### config.mk
export PLATFORM = sky130hd
export DESIGN_NAME = bubble_sort_last_swap_unit
export DESIGN_NICKNAME = d
export VERILOG_FILES = /design/src/rtl/core/bsls_pkg.sv /design/src/rtl/core/bsls_dp.sv /design/src/rtl/core/bsls_seq.sv /design/src/rtl/core/bubble_sort_last_swap_unit.sv
export SDC_FILE = /design/constraint.sdc
export NUM_CORES = 1
export LEC_CHECK = 0
export BUFFER_PORTS_ARGS = -buffer_cell sky130_fd_sc_hd__buf_4
export CAP_MARGIN = 20
export CORE_MARGIN = 3
export CORE_UTILIZATION = 35
export CTS_CLUSTER_DIAMETER = 150
export DETAILED_ROUTE_END_ITERATION = 8
export SLEW_MARGIN = 20
export SYNTH_ARGS = -nofsm -noshare
export SYNTH_HDL_FRONTEND = slang
export SYNTH_SLANG_ARGS = --single-unit
### constraint.sdc
create_clock -name clk_i -period 4 [get_ports clk_i]
set_input_delay 0.8 -clock clk_i [delete_from_list [all_inputs] [get_ports clk_i]]
set_output_delay 0.8 -clock clk_i [all_outputs]
set_load 0.01 [all_outputs]
### src/rtl/core/bsls_pkg.sv
package bsls_pkg;

  // default store depth and element width
  localparam int unsigned MaxItemsDef = 16;
  localparam int unsigned DataW       = 32;

  // one request: an element and the flag that closes the set
  typedef struct packed {
    logic signed [DataW-1:0] value;
    logic                    last;
  } req_t;

  // one result: the next sorted element and the end-of-run flag
  typedef struct packed {
    logic signed [DataW-1:0] sorted_value;
    logic                    last_res;
  } res_t;

  // sequencer states
  typedef enum logic [2:0] {
    ST_LOAD,
    ST_START,
    ST_FIRST,
    ST_CMP,
    ST_END,
    ST_EMIT
  } state_e;

  // source of the store write data
  typedef enum logic [1:0] {
    WR_INPUT,
    WR_MIN,
    WR_CARRY
  } wsel_e;

  // update of the carried element
  typedef enum logic [1:0] {
    CARRY_HOLD,
    CARRY_LOAD,
    CARRY_MAX
  } carry_e;

  // datapath control from the sequencer
  typedef struct packed {
    logic   we;
    wsel_e  wsel;
    carry_e cop;
  } ctl_t;

endpackage

### src/rtl/core/bsls_dp.sv
module bsls_dp #(
  parameter int unsigned MAX_ITEMS = bsls_pkg::MaxItemsDef,
  localparam int unsigned IdxW = (MAX_ITEMS > 1) ? $clog2(MAX_ITEMS) : 1
) (
  input  logic                          clk_i,
  input  bsls_pkg::ctl_t                ctl_i,
  input  logic [IdxW-1:0]               waddr_i,
  input  logic [IdxW-1:0]               raddr_i,
  input  logic [bsls_pkg::DataW-1:0]    in_value_i,
  output logic                          gt_o,
  output logic [bsls_pkg::DataW-1:0]    rdata_o
);
  import bsls_pkg::*;

  logic [DataW-1:0] mem_q [MAX_ITEMS];
  logic [DataW-1:0] rdata_q;
  logic [DataW-1:0] carry_q, carry_d;
  logic [DataW-1:0] wdata;
  logic             gt;

  // shared signed compare: carried element against the element just read
  assign gt = $signed(carry_q) > $signed(rdata_q);

  // write data select
  always_comb begin
    case (ctl_i.wsel)
      WR_INPUT: wdata = in_value_i;
      WR_MIN:   wdata = gt ? rdata_q : carry_q;
      WR_CARRY: wdata = carry_q;
      default:  wdata = carry_q;
    endcase
  end

  // carried element keeps the larger of each compared pair
  always_comb begin
    case (ctl_i.cop)
      CARRY_HOLD: carry_d = carry_q;
      CARRY_LOAD: carry_d = rdata_q;
      CARRY_MAX:  carry_d = gt ? carry_q : rdata_q;
      default:    carry_d = carry_q;
    endcase
  end

  // element store, one write and one registered read per cycle
  always_ff @(posedge clk_i) begin
    if (ctl_i.we) begin
      mem_q[waddr_i] <= wdata;
    end
    rdata_q <= mem_q[raddr_i];
  end

  // carry register
  always_ff @(posedge clk_i) begin
    carry_q <= carry_d;
  end

  assign gt_o    = gt;
  assign rdata_o = rdata_q;

endmodule

### src/rtl/core/bsls_seq.sv
module bsls_seq #(
  parameter int unsigned MAX_ITEMS = bsls_pkg::MaxItemsDef,
  localparam int unsigned IdxW = (MAX_ITEMS > 1) ? $clog2(MAX_ITEMS) : 1
) (
  input  logic            clk_i,
  input  logic            rst_ni,
  input  logic            start_i,
  input  logic            last_i,
  input  logic            gt_i,
  output bsls_pkg::ctl_t  ctl_o,
  output logic [IdxW-1:0] waddr_o,
  output logic [IdxW-1:0] raddr_o,
  output logic            busy_o,
  output logic            res_valid_o,
  output logic            res_last_o
);
  import bsls_pkg::*;

  localparam int unsigned CntW = $clog2(MAX_ITEMS + 1);

  state_e          state_q, state_d;
  logic [CntW-1:0] count_q, count_d;
  logic [IdxW-1:0] j_q, j_d;
  logic [IdxW-1:0] bound_q, bound_d;
  logic [IdxW-1:0] lsp_q, lsp_d;
  logic            swapped_q, swapped_d;
  logic            valid_q, valid_d;
  logic            last_q, last_d;

  logic            accept;
  logic            full;
  logic [CntW-1:0] new_count;
  logic [IdxW-1:0] j_inc;
  logic            cmp_more;
  logic            emit_last;

  // request handshake and loop conditions
  assign accept    = start_i && !busy_o;
  assign full      = count_q == CntW'(MAX_ITEMS);
  assign new_count = full ? count_q : count_q + CntW'(1);
  assign j_inc     = j_q + IdxW'(1);
  assign cmp_more  = j_inc < bound_q;
  assign emit_last = (CntW'(j_q) + CntW'(1)) == count_q;

  // next state
  always_comb begin
    state_d = state_q;
    case (state_q)
      ST_LOAD: begin
        if (accept && last_i) begin
          state_d = (new_count > CntW'(1)) ? ST_START : ST_EMIT;
        end
      end
      ST_START: state_d = ST_FIRST;
      ST_FIRST: state_d = ST_CMP;
      ST_CMP: begin
        if (!cmp_more) begin
          state_d = ST_END;
        end
      end
      ST_END: begin
        state_d = (swapped_q && (lsp_q != '0)) ? ST_START : ST_EMIT;
      end
      ST_EMIT: begin
        if (emit_last) begin
          state_d = ST_LOAD;
        end
      end
      default: state_d = ST_LOAD;
    endcase
  end

  // outputs, counters and datapath control
  always_comb begin
    ctl_o     = '{we: 1'b0, wsel: WR_INPUT, cop: CARRY_HOLD};
    waddr_o   = j_q;
    raddr_o   = j_q;
    count_d   = count_q;
    j_d       = j_q;
    bound_d   = bound_q;
    lsp_d     = lsp_q;
    swapped_d = swapped_q;
    valid_d   = 1'b0;
    last_d    = 1'b0;
    case (state_q)
      ST_LOAD: begin
        waddr_o  = count_q[IdxW-1:0];
        ctl_o.we = accept && !full;
        if (accept) begin
          count_d = new_count;
          if (last_i) begin
            bound_d = IdxW'(new_count - CntW'(1));
            j_d     = '0;
          end
        end
      end
      ST_START: begin
        raddr_o   = '0;
        j_d       = '0;
        lsp_d     = '0;
        swapped_d = 1'b0;
      end
      ST_FIRST: begin
        raddr_o   = j_inc;
        ctl_o.cop = CARRY_LOAD;
      end
      ST_CMP: begin
        // write the smaller element back, carry the larger one on
        ctl_o.we   = 1'b1;
        ctl_o.wsel = WR_MIN;
        ctl_o.cop  = CARRY_MAX;
        waddr_o    = j_q;
        raddr_o    = j_q + IdxW'(2);
        j_d        = j_inc;
        if (gt_i) begin
          swapped_d = 1'b1;
          lsp_d     = j_q;
        end
      end
      ST_END: begin
        // carried element lands at the end of the pass
        ctl_o.we   = 1'b1;
        ctl_o.wsel = WR_CARRY;
        waddr_o    = bound_q;
        bound_d    = lsp_q;
        j_d        = '0;
      end
      ST_EMIT: begin
        raddr_o = j_q;
        j_d     = j_inc;
        valid_d = 1'b1;
        last_d  = emit_last;
        if (emit_last) begin
          count_d = '0;
          j_d     = '0;
        end
      end
      default: begin
        count_d = '0;
      end
    endcase
  end

  // control registers
  always_ff @(posedge clk_i or negedge rst_ni) begin
    if (!rst_ni) begin
      state_q   <= ST_LOAD;
      count_q   <= '0;
      j_q       <= '0;
      bound_q   <= '0;
      lsp_q     <= '0;
      swapped_q <= 1'b0;
      valid_q   <= 1'b0;
      last_q    <= 1'b0;
    end else begin
      state_q   <= state_d;
      count_q   <= count_d;
      j_q       <= j_d;
      bound_q   <= bound_d;
      lsp_q     <= lsp_d;
      swapped_q <= swapped_d;
      valid_q   <= valid_d;
      last_q    <= last_d;
    end
  end

  assign busy_o      = (state_q != ST_LOAD) || valid_q;
  assign res_valid_o = valid_q;
  assign res_last_o  = last_q;

endmodule

### src/rtl/core/bubble_sort_last_swap_unit.sv
// Collects up to MAX_ITEMS signed 32-bit values, one per request while busy_o
// is low; extra values past MAX_ITEMS are dropped. The request with last set
// closes the set and starts an in-place bubble sort over a single-port-write
// element store with one shared signed comparator, and the next pass ends at
// the last swap. The sorted values then leave back to back in ascending order,
// each marked by res_valid_o for a single cycle, the final one with last_res
// set. The receiver cannot stall: res_o must be taken whenever res_valid_o is
// high. busy_o stays high from the closing request until the final result has
// been shown.
module bubble_sort_last_swap_unit #(
  parameter int unsigned MAX_ITEMS = bsls_pkg::MaxItemsDef
) (
  input  logic           clk_i,
  input  logic           rst_ni,
  input  logic           start_i,
  input  bsls_pkg::req_t req_i,
  output logic           busy_o,
  output logic           res_valid_o,
  output bsls_pkg::res_t res_o
);
  import bsls_pkg::*;

  localparam int unsigned IdxW = (MAX_ITEMS > 1) ? $clog2(MAX_ITEMS) : 1;

  ctl_t             ctl;
  logic [IdxW-1:0]  waddr;
  logic [IdxW-1:0]  raddr;
  logic             gt;
  logic [DataW-1:0] rdata;
  logic             res_last;

  // sequencer
  bsls_seq #(
    .MAX_ITEMS(MAX_ITEMS)
  ) u_seq (
    .clk_i      (clk_i),
    .rst_ni     (rst_ni),
    .start_i    (start_i),
    .last_i     (req_i.last),
    .gt_i       (gt),
    .ctl_o      (ctl),
    .waddr_o    (waddr),
    .raddr_o    (raddr),
    .busy_o     (busy_o),
    .res_valid_o(res_valid_o),
    .res_last_o (res_last)
  );

  // store, carry register and comparator
  bsls_dp #(
    .MAX_ITEMS(MAX_ITEMS)
  ) u_dp (
    .clk_i     (clk_i),
    .ctl_i     (ctl),
    .waddr_i   (waddr),
    .raddr_i   (raddr),
    .in_value_i(req_i.value),
    .gt_o      (gt),
    .rdata_o   (rdata)
  );

  // result assembly
  assign res_o.sorted_value = rdata;
  assign res_o.last_res     = res_last;

endmodule

Yosys cells after proc, flatten, opt, wreduce, memory -nomap -nowiden
Memories as Yosys holds them, arrays and structs flattened. A register that Yosys moved wholly into a read port is not among the register bits.
Index checks and enable logic that the tools add are counted.
{"block": "classes", "add_sub_neg": 5, "magnitude_cmp": 3, "n_eq_ne": 17, "mux": 34, "bitwise": 1, "n_reduce_logical": 24}
{"operator": "one-hot mux 32 bit (2 select lines)", "n": 2}
{"operator": "2-to-1 mux 32 bit", "n": 2}
{"operator": "greater-than comparator 32 bit", "n": 1}
{"operator": "2-to-1 mux 4 bit", "n": 6}
{"operator": "one-hot mux 4 bit (2 select lines)", "n": 3}
{"operator": "one-hot mux 3 bit (6 select lines)", "n": 1}
{"operator": "one-hot mux 4 bit (4 select lines)", "n": 1}
{"operator": "2-to-1 mux 3 bit", "n": 5}
{"operator": "2-to-1 mux 5 bit", "n": 3}
{"operator": "one-hot mux 5 bit (3 select lines)", "n": 1}
{"operator": "one-hot mux 4 bit (3 select lines)", "n": 1}
{"operator": "AND reduction 3 bit", "n": 4}
{"operator": "!= test 2 x 1 -> 1 bit, second input constant", "n": 4}
{"operator": "one-hot mux 2 bit (2 select lines)", "n": 2}
{"operator": "nonzero test 4 bit", "n": 2}
{"operator": "== test 3 x 2 -> 1 bit, second input constant", "n": 2}
{"operator": "== test 3 bit, second input constant", "n": 2}
{"operator": "!= test 2 bit, second input constant", "n": 3}
{"operator": "nonzero test 2 bit", "n": 3}
{"operator": "adder 4 x 1 -> 5 bit, second input constant", "n": 1}
{"operator": "adder 5 x 1 -> 5 bit, second input constant", "n": 1}
{"operator": "== test 5 bit", "n": 1}
{"operator": "== test 5 bit, second input constant", "n": 1}
{"operator": "greater-than comparator 5 x 1 -> 1 bit, second input constant", "n": 1}
{"operator": "other kinds (19)", "n": 31}
{"block": "word_totals", "register_bits": 55, "ramBits": 512, "input_bits": 36, "out_inout_bits": 35, "word_cells": 94, "n_memories": 1}
{"name": "u_dp.mem_q", "depth": 16, "word_bits": 32, "rd": 1, "rd_ports_with_merged_regs": 1, "write_ports": 1, "line_no": "bsls_dp.sv:15", "source": "logic [DataW-1:0] mem_q [MAX_ITEMS];"}

Logic depth before layout (Yosys ltp)
Gate-level depths: netlist (run 1).
{"block": "depth", "ltp_word": 8, "mapped_depth": 11, "ltp_nobuf": 10}

Modules after synthesis
Synthesis (run 1) repeated with hierarchy kept, for this count alone.
{"block": "unflattened", "hier_cells": 1208, "area_unflattened_um2": 24158.2}
{"module": "bsls_dp", "n_inst": 1, "cells_each": 992, "area_per_inst_um2": 22346.4, "seq_area_each_um2": 16976.3}
{"module": "bsls_seq", "n_inst": 1, "cells_each": 215, "area_per_inst_um2": 1804.2, "seq_area_each_um2": 575.6}
{"module": "bubble_sort_last_swap_unit", "n_inst": 1, "cells_each": 1, "area_per_inst_um2": 7.5, "seq_area_each_um2": 0.0}

Least setup slack after synthesis (run 1)
Ideal clock, no wire load.
{"block": "synth_path", "path_type": "reg2reg", "from": "register u_dp.rdata_q[7], in the netlist u_dp.rdata_o[7] (read register of u_dp.mem_q)", "to": "register u_dp.carry_q[0], enable pin", "setup_time_ns": 0.432, "t_arrival_ns": 3.308, "required_ns": 3.568, "path_slack_ns": 0.260, "path_stages_with_launch": 9, "path_buffers": 0, "synth_period_minus_slack_ns": 3.740, "cell_sequence": "dfxtp_1 inv_1 ha_1 a41oi_1 o21ai_1 a221o_1 o31ai_2 a32oi_2 a21oi_1"}
{"block": "synth_via", "elab_chain_len": 3}
{"item": "start, declared", "line_no": "bsls_dp.sv:16", "source": "logic [DataW-1:0] rdata_q;"}
{"item": "greater-than comparator 32 bit", "line_no": "bsls_dp.sv:22", "source": "assign gt = $signed(carry_q) > $signed(rdata_q);"}
{"item": "!= test 2 bit (no source line)"}
{"item": "AND reduction 2 bit (no source line)"}
{"item": "end signal, assigned", "line_no": "bsls_dp.sv:54", "source": "carry_q <= carry_d;"}
{"item": "end, declared", "line_no": "bsls_dp.sv:17", "source": "logic [DataW-1:0] carry_q, carry_d;"}
No other way between the ends.
A chain may end at the register's enable or synchronous reset.

Worst setup path after layout (run 1)
{"block": "layout_path", "from": "register u_dp.rdata_q[31], in the netlist u_dp.rdata_o[31] (read register of u_dp.mem_q)", "to": "memory u_dp.mem_q[13][1], data pin"}
{"block": "layout_via", "elab_chain_len": 3}
{"item": "greater-than comparator 32 bit", "line_no": "bsls_dp.sv:22"}
{"item": "2-to-1 mux 32 bit", "line_no": "bsls_dp.sv:28", "source": "WR_MIN: wdata = gt ? rdata_q : carry_q;"}
{"item": "one-hot mux 32 bit (2 select lines)", "line_no": "bsls_dp.sv:26", "source": "case (ctl_i.wsel)"}
{"item": "named net u_dp.wdata[1]", "line_no": "bsls_dp.sv:18", "source": "logic [DataW-1:0] wdata;"}
{"item": "end, declared", "line_no": "bsls_dp.sv:15"}
The timed path passes the listed nets, and every way through them passes these cells.

==> summary.txt, run 1 <==
Status
  • Status: finished clean

Critical path
  • CP Capture Type: flip-flop
  • Reg2Reg Depth: 9
  • R2r setup slk: 0.27 ns
  • CP required: ~4.4 ns
  • Worst Path Max Fanout: 22
  • RR Startpoint: u_dp.rdata_o[31]
  • WS Path Type: flip-flop to flip-flop
  • R2R Path End: u_dp.mem_q[13][1]
  • CP Data Arrival Time: ~4 ns
  • Critical path startpoint category: flip-flop

Min path
  • Hold Path Class: input port to asynchronous set/reset pin

Detailed routing
  • DR vias: between 10,000 and 15,000
  • Antenna viol nets, final: 0
  • Drt first pass iters: 5
  • Vias per cell: roughly 5.3
  • Final WL: slightly above 60,000 um
  • DRC viols: 0
  • Initial DRC Count: around 1,400
  • Drt wl/cell: 25.1 um

Clock network
  • Clk_lat worst skew: about 0.63 ns
  • CTS Buf Count: 57
  • Clock-pin slew on the worst setup and hold paths: around 0.06 ns
  • CTS Buffer Depth: 3
  • TritonCTS clock tree: built
  • H-tree depth: 2
  • Postcts setup bufs: 0
  • CTS Root Cell: clkbuf_16
  • CTS Sinks: ~600

Floorplanning
  • Rows: between 90 and 100
  • Core box area: 68,700 sq um
  • Initial core utilization: between 30% and 40%
  • Die Area: roughly 73,000 sq um
  • Boundary pin count: 71
  • Die span in x: between 200 and 300 um
  • Die height: around 270 um

Logic synthesis
  • #FFs+latches synth: approximately 600
  • Mux share of post-synthesis cell area: ~12%
  • Largest family of logic cells by synthesized area: multiplexers
  • Most common cell in the netlist: edfxtp_1
  • Yosys warns: 0
  • Synth Area in Adders: between 2 and 2.5%
  • Synth cell count leaders: edfxtp_1 (544), mux4_2 (128), nand2_1 (113)
  • EDFF count, synth: approximately 540
  • Synth area leader: edfxtp_1
  • Post-synthesis instance area: 24,300 sq um
  • Area contributors post-synth: edfxtp_1 (67%), mux4_2 (12%), dfxtp_1 (2.6%), dfrtp_1 (2.4%), ha_1 (2.1%)
  • Asr flop ratio synth: between 3 and 4%
  • Simple-gate share of the synthesized area: 5.05%
  • Complex-gate fraction of the synthesized area: under 10%
  • Main synth FF type: edfxtp_1
  • Synth cell types: 57
  • Mean Syn Cell Area: 18.0 sq um
  • Top cell type's share of synthesized area: about two thirds
  • Post-synthesis xor/xnor area fraction: less than 1%
  • Post-Synthesis Cells: between 1,000 and 1,500
  • Sequential share of the synthesized area: between 70% and 80%
  • Net Count, Synth: 1,426

Global route
  • Antenna violations before repair: 2
  • First-pass GRT wire length: slightly above 90,000 um
  • GRT Resource Usage Total: 16.9%
  • Gr ovfl total: 0
  • Largest net degree at the start of global routing: 65
  • Vias in the first global route: ~13,000

STA
  • Final period util: approximately 93%
  • Hold Worst Slack: between 0.07 and 0.08 ns
  • Fin. Hold Viols: 0
  • Max Clock Skew: 0.0519 ns
  • Setup TNS: 0 ns
  • Pins Over Slew Limit: 0
  • Final setup viols: 0
  • Slew HR: 41.3%
  • Final min period: around 3.7 ns
  • RSZ-0062 raised after global routing: false
  • Worst slew pin tran: ~0.87 ns
  • Fmax: between 200 and 300 MHz

Place
  • I/O Buffers: 70
  • RePlAce Congestion: 0.809
  • Post-DP HPWL: roughly 36,000 um

Cells and area
  • Share of layout cells above drive strength 1: 26.3%
  • # diodes: 0
  • Layout area overhead: 17.1%
  • Final net count: 1,546

Power
  • Lkg Pwr: 9.49 nW
  • Cell Pwr Density: approximately 440 nW/um^2
  • VDD IR max: approximately 0.35 mV

Job
  • Max-Cap Viols: 0
[cell type report]
class	instances	area [sq um]
flip-flops and latches	599	17600
clock inverters	32	404
clock buffers	75	1630
inverters	49	184
well taps	931	1160
repair buffers	135	1230
fillers	6186	40200
multi-input cells	627	6330
[stage by stage]
step	util, %	cell area (sq um)	instances	setup WS [ns]	power, mW
floorplan	-	24300	1349	0.260	7.01
global placement	38.5	26500	2341	0.349	7.07
detailed placement	38.5	26500	2341	0.295	7.08
CTS	41.5	28500	2448	0.267	12.8
global route	41.5	28500	2448	0.00844	13.0
finish	41.5	28500	2448	0.267	12.6
[registers in the layout, indices dropped and copies added (netlist names)]
name	cells
u_dp.carry_q	32
u_dp.mem_q	512
u_dp.rdata_o	32
u_seq.bound_q	4
u_seq.count_q	5
u_seq.j_q	4
u_seq.lsp_q	4
u_seq.res_last_o	1
u_seq.res_valid_o	1
u_seq.state_q	3
u_seq.swapped_q	1
[worst max-delay path by stage]
| stage | startpoint | cells past startpoint | endpoint |
|---|---|---|---|
| 5_1_grt | u_dp.rdata_o[31] | 10 | u_dp.mem_q[13][7] |
| 2_1_floorplan | u_dp.rdata_o[7] | 8 | u_dp.carry_q[0] |
| 4_1_cts | u_dp.rdata_o[31] | 10 | u_dp.mem_q[4][23] |
| 3_3_place_gp | u_dp.rdata_o[31] | 10 | u_dp.mem_q[7][23] |
| 3_5_place_dp | u_dp.rdata_o[31] | 10 | u_dp.mem_q[0][23] |
| 6_report | u_dp.rdata_o[31] | 9 | u_dp.mem_q[13][1] |
[what timing repair did]
item	4_1_cts	5_1_grt
gates resized for setup	0	4
hold buffers	0	0
setup endpoints to repair	0	39
[cell families (layout without fill, tap and decap cells)]
group / Yosys count / after routing
fa+ha+maj: 41 / 41
mux: 138 / 138
flops: 599 / 599
simple gates: 255 / 255
buf+inv: 123 / 291
compound gates: 182 / 182
xor+xnor: 11 / 11
[cell usage in the layout (no fill, tap or decap), types with 7 or more instances in the layout]
cell        instances
a211oi_1           32
a21oi_1            26
a221o_1            30
a31oi_1            32
and2_1             34
and3_1             32
buf_12             17
buf_4             118
bufinv_16           7
clkbuf_16          58
clkbuf_8           11
clkinv_2            7
clkinvlp_4          9
dfrtp_1            23
dfxtp_1            32
edfxtp_1          544
ha_1               41
inv_1              49
mux2i_1            10
mux4_2            128
nand2_1           111
nand3_1             9
nand4_1            11
nor2_1             16
nor2_4             16
o21ai_0            19
xnor2_1             7
[critical path, cell delays in order (launching register included)]
cell	delay, ns
dfxtp_1	0.47
inv_1	0.08
ha_1	0.34
nand4_1	0.19
nor4_1	0.79
o31ai_2	0.17
a32oi_2	0.32
nor2b_4	0.21
buf_4	0.32
a221o_1	0.55
[where the power goes]
group	total [mW]	switching [mW]	internal, mW
Sequential	6.81	0	6.81
Combinational	0.135	0.0930	0.0424
Clock	5.70	2.37	3.33
[metal layers]
layer / up-vias / track usage, % / share of wire, %
li1: 5661 / - / -
met1: 6916 / 25.1 / 46
met2: 439 / 25.7 / 45
met3: 79 / 3.41 / 7.5
met4: 0 / 3.63 / 1.6
met5: - / 0 / 0
Power figures use the tool's default switching activity.
==> run 2, diff against run 1 <==
--- a/config.mk
+++ b/config.mk
@@ -8,9 +8,10 @@
 export BUFFER_PORTS_ARGS = -buffer_cell sky130_fd_sc_hd__buf_4
 export CAP_MARGIN = 20
 export CORE_MARGIN = 3
-export CORE_UTILIZATION = 35
+export CORE_UTILIZATION = 62
 export CTS_CLUSTER_DIAMETER = 150
 export DETAILED_ROUTE_END_ITERATION = 8
+export PLACE_DENSITY = 0.79
 export SLEW_MARGIN = 20
 export SYNTH_ARGS = -nofsm -noshare
 export SYNTH_HDL_FRONTEND = slang
==> summary.txt, run 2 (synthesized netlist as in run 1, its figures left out) <==
Status
  • Status: finished clean (unchanged)

Critical path
  • Worst Path Max Fanout: 24 (was 22)
  • R2r setup slk: 0.19 ns (was 0.27 ns)
  • CP required: 4.33 ns (was 4.35 ns)
  • RR Startpoint: u_dp.rdata_o[12] (was u_dp.rdata_o[31])
  • WS Path Type: flip-flop to flip-flop (unchanged)
  • CP Data Arrival Time: 4.15 ns (was 4.09 ns)
  • CP Capture Type: flip-flop (unchanged)
  • Setup crit start: u_dp.rdata_o[12] (was u_dp.rdata_o[31])
  • Critical path startpoint category: flip-flop (unchanged)

STA
  • Hold Worst Slack: 0.0788 ns (was 0.0798 ns)
  • Final min period: 3.81 ns (was 3.73 ns)
  • Worst slew pin tran: 0.840 ns (was 0.873 ns)
  • Fmax: 262 MHz (was 268 MHz)
  • Final setup viols: 0 (unchanged)
  • Fin. Hold Viols: 0 (unchanged)
  • Slew HR: 44.0% (was 41.3%)
  • Final period util: 95.3% (was 93.3%)
  • Max Clock Skew: 0.0230 ns (was 0.0519 ns)
  • Pins Over Slew Limit: 0 (unchanged)
  • Setup TNS: 0 ns (unchanged)
  • RSZ-0062 raised after global routing: false (unchanged)

Clock network
  • Post-CTS Resized: 0 (unchanged)
  • H-tree depth: 2 (unchanged)
  • CTS Buf Count: 57 (unchanged)
  • Hold buffers post-CTS: 0 (unchanged)
  • Clk_lat worst skew: 0.62 ns (was 0.63 ns)
  • Clock-pin slew on the worst setup and hold paths: 0.06 ns (about the same)
  • Postcts setup bufs: 0 (unchanged)
  • TritonCTS clock tree: built (unchanged)
  • CTS Buffer Depth: 3 (unchanged)
  • CTS Sinks: 599 (unchanged)
  • CTS Root Cell: clkbuf_16 (unchanged)

Floorplanning
  • Boundary pin count: 71 (unchanged)
  • Initial core utilization: 63.7% (was 35.4%)
  • Die span in x: 204 um (was 270 um)
  • Core box area: 38,200 sq um (was 68,700 sq um)
  • Rows: 71 (was 96)
  • Die height: 204 um (was 270 um)
  • Die Area: 41,600 sq um (was 72,700 sq um)

Detailed routing
  • Met3 wire len: 5410 um (was 4620 um)
  • Drt wl/cell: 28.6 um (was 25.1 um)
  • Antenna viol nets, final: 0 (unchanged)
  • Final WL: 57,800 um (was 61,500 um)
  • Vias per cell: 6.62 (was 5.35)
  • Initial DRC Count: 1,637 (was 1,370)
  • DR vias: 13,400 (was 13,100)
  • Drt first pass iters: 7 (was 5)
  • Highest metal used: met4 (unchanged)
  • Wl on met1: 21,600 um (was 28,000 um)
  • DRC viols: 0 (unchanged)
  • Metal2 WL: 29,100 um (was 27,800 um)

Place
  • RePlAce Congestion: 0.827 (was 0.809)
  • Post-DP HPWL: 32,700 um (was 36,300 um)
  • I/O Buffers: 70 (unchanged)
  • Placed Cells: 1,913 (was 2,341)

Global route
  • First-pass GRT wire length: 86,400 um (was 90,800 um)
  • GRT Resource Usage Total: 28.5% (was 16.9%)
  • Gr ovfl total: 0 (unchanged)
  • Vias in the first global route: 13,600 (was 13,300)
  • Largest net degree at the start of global routing: 52 (was 65)
  • Antenna violations before repair: 0 (was 2)

Cells and area
  • Post-route insts no fill: 2,020 (was 2,448)
  • Final Util: 72.3% (was 41.5%)
  • Most frequent cells in the layout: edfxtp_1 (544), mux4_2 (128), nand2_1 (113), buf_4 (113), clkbuf_16 (57) (was edfxtp_1 (544), mux4_2 (128), buf_4 (118), nand2_1 (111), clkbuf_16 (58))
  • # diodes: 0 (unchanged)
  • Final net count: 1,538 (was 1,546)
  • Most common cell after layout, fill and taps aside: edfxtp_1 (unchanged)
  • Largest Register: u_dp.mem_q (unchanged)
  • Max reg flops: 512 (unchanged)
  • Share of layout cells above drive strength 1: 24.7% (was 26.3%)
  • Layout area overhead: 13.6% (was 17.1%)

Job
  • Max-Cap Viols: 0 (unchanged)

Min path
  • Hold Path Class: input port to asynchronous set/reset pin (unchanged)

Power
  • VDD IR max: 0.429 mV (was 0.346 mV)
  • Lkg Pwr: 9.37 nW (was 9.49 nW)
  • Cell Pwr Density: 440 nW/um^2 (was 444 nW/um^2)
==> run 2: through the flow <==
stage	area, sq um	total power, mW	setup slack (ns)
floorplan	24300	7.01	0.260
global placement	25800	7.07	0.557
detailed placement	25800	7.08	0.327
CTS	27600	12.2	0.235
global route	27600	12.5	0.0936
finish	27600	12.2	0.186
==> run 2: path summary, 6_finish.rpt <==
| kind | to | cells after the start |
|---|---|---|
| min in group clk_i | u_seq.swapped_q | 1 |
| max reg2reg | u_dp.mem_q[8][19] | 10 |
| min reg2reg | u_seq.swapped_q | 1 |
| min | u_seq.res_last_o | 1 |
| max | u_dp.mem_q[8][19] | 10 |
| max in group asynchronous | u_seq.count_q[1] | 1 |
==> run 2: critical path, cell delays in order (launching register included) <==
cell,delay (ns)
dfxtp_1,0.44
inv_1,0.09
ha_1,0.30
nand4_1,0.19
nor3_1,0.54
a21boi_0,0.29
o31ai_2,0.12
a32oi_2,0.38
nor2b_4,0.22
buf_4,0.39
a221o_1,0.57
==> run 2: area by class of cell <==
type                       count  area (sq um)
tap                          511           639
sequential                   599         17600
multi-input combinational    627          6320
inverter                      49           184
fill                        2226         10600
timing repair buffer         127          1130
clock buffer                  86          1640
clock inverter                21           175
==> run 2: routing by layer <==
metal / up-vias / track usage, %
met5: - / 0
met4: 0 / 9.71
met3: 107 / 4.94
met2: 741 / 47.1
met1: 6899 / 39.4
li1: 5627 / -
==> run 2: where the power goes <==
part,internal (mW),total (mW),switching [mW]
Combinational,0.0418,0.132,0.0905
Clock,2.95,5.21,2.25
Sequential,6.81,6.81,0
Total,9.81,12.2,2.34
